`src/design/rsi_div_step.sv`:
```
`timescale 1ns / 1ps
// One restoring-division stage, shared by the x and y numerators.
// Depends on nothing; instantiated COORD_BITS+1 times by the top level.
module rsi_div_step #(
    parameter int QW    = 16,
    parameter int NW    = 51,
    parameter int DW    = 35,
    parameter int SHIFT = 0
) (
    input  logic          i_clk,
    input  logic          i_en,
    input  logic [NW-1:0] i_rem_x,
    input  logic [NW-1:0] i_rem_y,
    input  logic [QW-1:0] i_q_x,
    input  logic [QW-1:0] i_q_y,
    input  logic [DW-1:0] i_d,
    input  logic          i_big,
    output logic [NW-1:0] o_rem_x,
    output logic [NW-1:0] o_rem_y,
    output logic [QW-1:0] o_q_x,
    output logic [QW-1:0] o_q_y,
    output logic [DW-1:0] o_d,
    output logic          o_big
);

    localparam bit IS_TOP = (SHIFT == QW);

    logic [NW-1:0] dsh;
    logic          ge_x;
    logic          ge_y;
    logic [NW-1:0] n_rem_x;
    logic [NW-1:0] n_rem_y;
    logic [QW-1:0] n_q_x;
    logic [QW-1:0] n_q_y;
    logic          n_big;
    logic [NW-1:0] r_rem_x;
    logic [NW-1:0] r_rem_y;
    logic [QW-1:0] r_q_x;
    logic [QW-1:0] r_q_y;
    logic [DW-1:0] r_d;
    logic          r_big;

    assign dsh  = NW'(i_d) << SHIFT;
    assign ge_x = (i_rem_x >= dsh);
    assign ge_y = (i_rem_y >= dsh);

    always_comb begin
        n_rem_x = i_rem_x;
        n_rem_y = i_rem_y;
        n_q_x   = i_q_x;
        n_q_y   = i_q_y;
        n_big   = i_big;
        if (IS_TOP) begin
            // quotient would need more than QW bits: outside any segment box
            n_big = i_big | ge_x | ge_y;
        end else begin
            if (ge_x) begin
                n_rem_x = i_rem_x - dsh;
                n_q_x   = i_q_x | (QW'(1) << SHIFT);
            end
            if (ge_y) begin
                n_rem_y = i_rem_y - dsh;
                n_q_y   = i_q_y | (QW'(1) << SHIFT);
            end
        end
    end

    always_ff @(posedge i_clk) begin
        if (i_en) begin
            r_rem_x <= n_rem_x;
            r_rem_y <= n_rem_y;
            r_q_x   <= n_q_x;
            r_q_y   <= n_q_y;
            r_d     <= i_d;
            r_big   <= n_big;
        end
    end

    assign o_rem_x = r_rem_x;
    assign o_rem_y = r_rem_y;
    assign o_q_x   = r_q_x;
    assign o_q_y   = r_q_y;
    assign o_d     = r_d;
    assign o_big   = r_big;

endmodule

```
`config.mk`:
```
export PLATFORM = sky130hd
export DESIGN_NAME = rsi_div_step
export DESIGN_NICKNAME = d
export VERILOG_FILES = /design/src/design/rsi_div_step.sv
export SDC_FILE = /design/constraint.sdc
export NUM_CORES = 1
export LEC_CHECK = 0
export ABC_AREA = 0
export BUFFER_PORTS_ARGS = -buffer_cell sky130_fd_sc_hd__buf_4
export CORE_MARGIN = 4
export CORE_UTILIZATION = 44
export CTS_BUF_LIST = sky130_fd_sc_hd__clkbuf_8
export CTS_CLUSTER_DIAMETER = 120
export DETAILED_ROUTE_END_ITERATION = 8
export PLACE_DENSITY_LB_ADDON = 0.08
export SKIP_LAST_GASP = 1
export SLEW_MARGIN = 20
export SYNTH_ARGS = -nofsm -noshare
export SYNTH_HDL_FRONTEND = slang
export SYNTH_SLANG_ARGS = --single-unit
```
`constraint.sdc`:
```
create_clock -name i_clk -period 4.5 [get_ports i_clk]
set_input_delay 0.45 -clock i_clk [delete_from_list [all_inputs] [get_ports i_clk]]
set_output_delay 0.45 -clock i_clk [all_outputs]
set_load 0.01 [all_outputs]
```
Word level (Yosys, flattened, before mapping)
Cells that the tools add are included.
Storage, ports and cells
  register bits: 170
  input port bits: 172
  logic and storage cells: 14
Operators by class
  $add $sub $neg: 2
  $lt $le $gt $ge: 2
  multiplexer cells: 2
Operators by type and width (count)
  51-bit by 35-bit >= comparator with 1-bit output: 2
  51-bit 2-to-1 mux: 2
  51-bit by 35-bit subtractor with 51-bit output: 2

Depth between registers and ports, before layout
  word-level depth: 2
  gate-level depth with buffers: 15
  depth with buffers taken out: 13

Worst setup path after synthesis
Ideal clock, no wire load.
  path kind: input to register
  start: input i_rem_y[0]
  end: register r_rem_y[38], in the netlist o_rem_y[38] (data pin)
  data arrival time: 3.042 ns
  data required time: 4.229 ns
  path slack: 1.187 ns
  stages: 13
  cells stage by stage: inv_1 > ha_1 > inv_1 > fa_1 > a21o_1 > a221oi_1 > o21bai_1 > a41oi_1 > o31ai_1 > a21boi_0 > nor3_1 > nor4_1 > xor2_1
Between the ends
  cells in the longest elaborated chain, start to end: 2
  elaborated cells on any way between the ends: 3
  classes of those cells: add/sub (1); order compare (1); mux (1)
Ends and longest elaborated chain
  start: declaration: line 13  | input logic [NW-1:0] i_rem_y,
  51-bit by 35-bit subtractor with 51-bit output or 51-bit by 35-bit >= comparator with 1-bit output (tied branches): line 62, 45
  51-bit 2-to-1 mux *: line 61  | if (ge_y) begin
  named net n_rem_y[38]: line 32  | logic [NW-1:0] n_rem_y;
  end signal: assignment: line 71  | r_rem_y <= n_rem_y;
  end: declaration: line 37  | logic [NW-1:0] r_rem_y;
Mark *: on every way through the listed nets, which the timed path passes. The rest lies on a longest branch.
A chain may end at the register's enable or synchronous reset.

Worst setup path in the final report
  start: input i_rem_y[0]
  end: register r_rem_y[28], in the netlist o_rem_y[28] (data pin)
The elaborated chain is that of the path after synthesis.

==> results.md <==
* Status: completed
* Rows at 57
* Initial Utilization at 44.6%
* Gr usage total at 23.6%
* Per-cell routed wire length at between 15 and 20 µm
* CP Data Required Time at 4800 ps
* Hold_buf cts at 0
* Worst Hold Class: in2reg
* Final critical-path required period at roughly 3500 ps
* Xor/xnor share of the synthesized area at around 7.8%
* Total wire length at 33.7 mm
* Max-slew headroom at 45.2%
* # IOs at 342
* Netlist Area Pre-Place at 0.0108 mm²
* Dominant cell type by area after synthesis: edfxtp_1
* Startpoint types: input pin
* Post-synth EDFFs at 170
* Clk sinks at 170
* Count leader, synth: edfxtp_1
* Adder-cell area share of the yosys netlist at under 10%
* Max-cap violations at 0
* HPWL after detailed placement at roughly 27 mm
* Worst Path Arrival at about 3800 ps
* Fmax at 286 MHz
* Cts repair resizes at 0
* Dpl ws at 548 ps
* Pre-antenna DRT Iters at 7
* CTS Root Cell: clkbuf_8
* Comb power frac at a little under a third
* Worst Path Max Fanout at 4
* Global route overflow at 0
* Final period utilization at roughly 78%
* Distinct cells, synth at 63
* CTS tree: yes
* DR iter-0 viols at 792
* Unrepaired setup endpoints after global routing: no
* Final #Nets at 1649
* Largest family of logic cells by synthesized area: compound AO/OA/AOI/OAI gates
* Register area share after synthesis at a little under half
* Leakage power at around 5.8 nW
* First-pass GRT wire length at between 40 and 50 mm
* Post-synthesis register bit count at 170
* Die X at 165 µm
* Post-DRT Antenna Nets at 0
* P&R area growth vs syn at 30.3%
* Simple logic cell fraction of the synthesized area at 15.6%
* CTS buffer count at 17
* Fill cells at between 2000 and 2500
* DP Area at about 0.014 mm²
* Synth Net Count at 1322
* Cells after Synth at ~1100
* Post-CTS Setup Repair Bufs at 0
* Buffers on Ports at ~340
* Via count at slightly below 10000
* FFs w/ async S/R, synth at 0%
* Area contributors post-synth: edfxtp_1, ha_1, o21ai_0
* Critical path class: in2reg
* Pwr dens at about 320 mW/mm²
* Setup ws final at approximately 1000 ps
* Post-route DRC at 0
* Post-DR vias/cell at ~5.5
* Ys flop type: edfxtp_1
* GP Congestion at 0.961
* Clock slew at reported path FFs at 110 ps
* VDD IR max at approximately 160 µV
* CTS max path bufs at 2
* Crit end category: flop
* Final Util at about 58%
* Final Hold Fails at 0
* Switching power at 1.47 mW
* Worst Tran Pin Value at 812 ps
* Final Max Slew Viols at 0
* Synth top cells by count: edfxtp_1, nand2_1, o21ai_0
* Antenna Cells at 0
* Sequential Power Share at between 40% and 50%
* Int Pwr at 3.01 mW
* Mux share of post-synthesis cell area at around 1.1%
* Switching Fraction at roughly a third
* Synth top area share at a little under half
* H-Tree Depth at 4
* Fraction of layout cells with a size suffix above 1 at 28.9%
* Final setup vio count at 0
* Post-layout instance area at 0.0141 mm²
* DIE HEIGHT at roughly 160 µm
* Pin count of the biggest net entering global routing at 84
* Number of synthesis warnings at 0
* Antenna violations before repair at 0
* Setup tns final at 0 ps
* Die area at between 0.02 and 0.03 mm²
* Syn_area_per_cell at 10.0 µm²
* CORE AREA at 0.0242 mm²
* Clock share of power at ~25%
* Compound-Gate Fraction of Synth Area at around 16%
* Vias in the first global route at just over 9000
## registers in the layout, summed over array words and instances (netlist names)
| name | flops |
|---|---|
| o_big | 1 |
| o_d | 35 |
| o_q_x | 16 |
| o_q_y | 16 |
| o_rem_x | 51 |
| o_rem_y | 51 |
## cell type report
type	count	area (µm²)	share of cell area, %
Timing Repair Buffer	351	2640	18.7
Multi-Input combinational cell	810	5360	38.0
Clock buffer	17	234	1.66
Clock inverter	15	155	1.10
Sequential cell	170	5100	36.2
Tap cell	324	405	2.87
Inverter	55	206	1.46
## layer usage
layer	vias up	share of wire, %	GRT usage [%]
met3	52	7.2	4.82
met5	-	0	0
met1	4510	42	30.7
met2	381	49	39.8
met4	0	2.1	6.96
li1	4664	-	-
## cell usage in the layout, fill, tap and decap left out, types with 15 or more instances in the layout
master and instances:
o21ai_0 101, nand2_1 112, nand4_1 27, clkbuf_8 17, nand3_1 15, ha_1 70
xnor2_1 51, a21oi_1 89, buf_4 350, nor2_1 60, nand2b_1 17, xor2_1 45
nor3_1 24, edfxtp_1 170, inv_1 55, a21o_1 22
## cells by family (layout without fill, tap and decap cells)
kind of cell,count (synthesis),after routing
adders and majority gates,72,72
muxes,11,11
AOI/OAI and AO/OA,296,296
DFF,170,170
buffers and inverters,98,438
and+or+nand+nor,335,335
xor gates and xnor gates,96,96
## through the flow
stage | power (mW) | cells | hold WS [ps]
final | 4.47 | 1742 | 135
after global routing | 4.70 | 1742 | 94.8
after CTS | 4.51 | 1742 | 106
after detailed placement | 3.41 | 1710 | 629
after global placement | 3.40 | 1710 | 628
after floorplan | 2.75 | 1078 | 549
## worst max-delay path, cell delays in order
cell,delay (ps)
buf_4,110
inv_1,70
ha_1,170
inv_1,50
fa_1,410
a21o_1,210
a221oi_1,510
nor3_1,100
a211oi_1,500
o41ai_1,240
a31oi_1,470
nor3_1,120
o21a_1,190
o31ai_1,210
## path summary, 6_finish.rpt
| path | slack (ps) | cells after the start | startpoint | to |
|---|---|---|---|---|
| worst max-delay path | 1000 | 14 | i_rem_y[0] | o_rem_y[28] |
| worst min-delay path | 130 | 1 | i_q_x[10] | o_q_x[10] |
## power by group through the flow
stage                     combinational, mW  clock, mW  sequential (mW)
after floorplan                       0.592          0             2.16
after global placement                 1.33          0             2.06
after detailed placement               1.34          0             2.07
after CTS                              1.34       1.14             2.03
after global routing                   1.46       1.20             2.05
final                                  1.34       1.10             2.03
No activity file was read; power rests on OpenSTA's default activity.
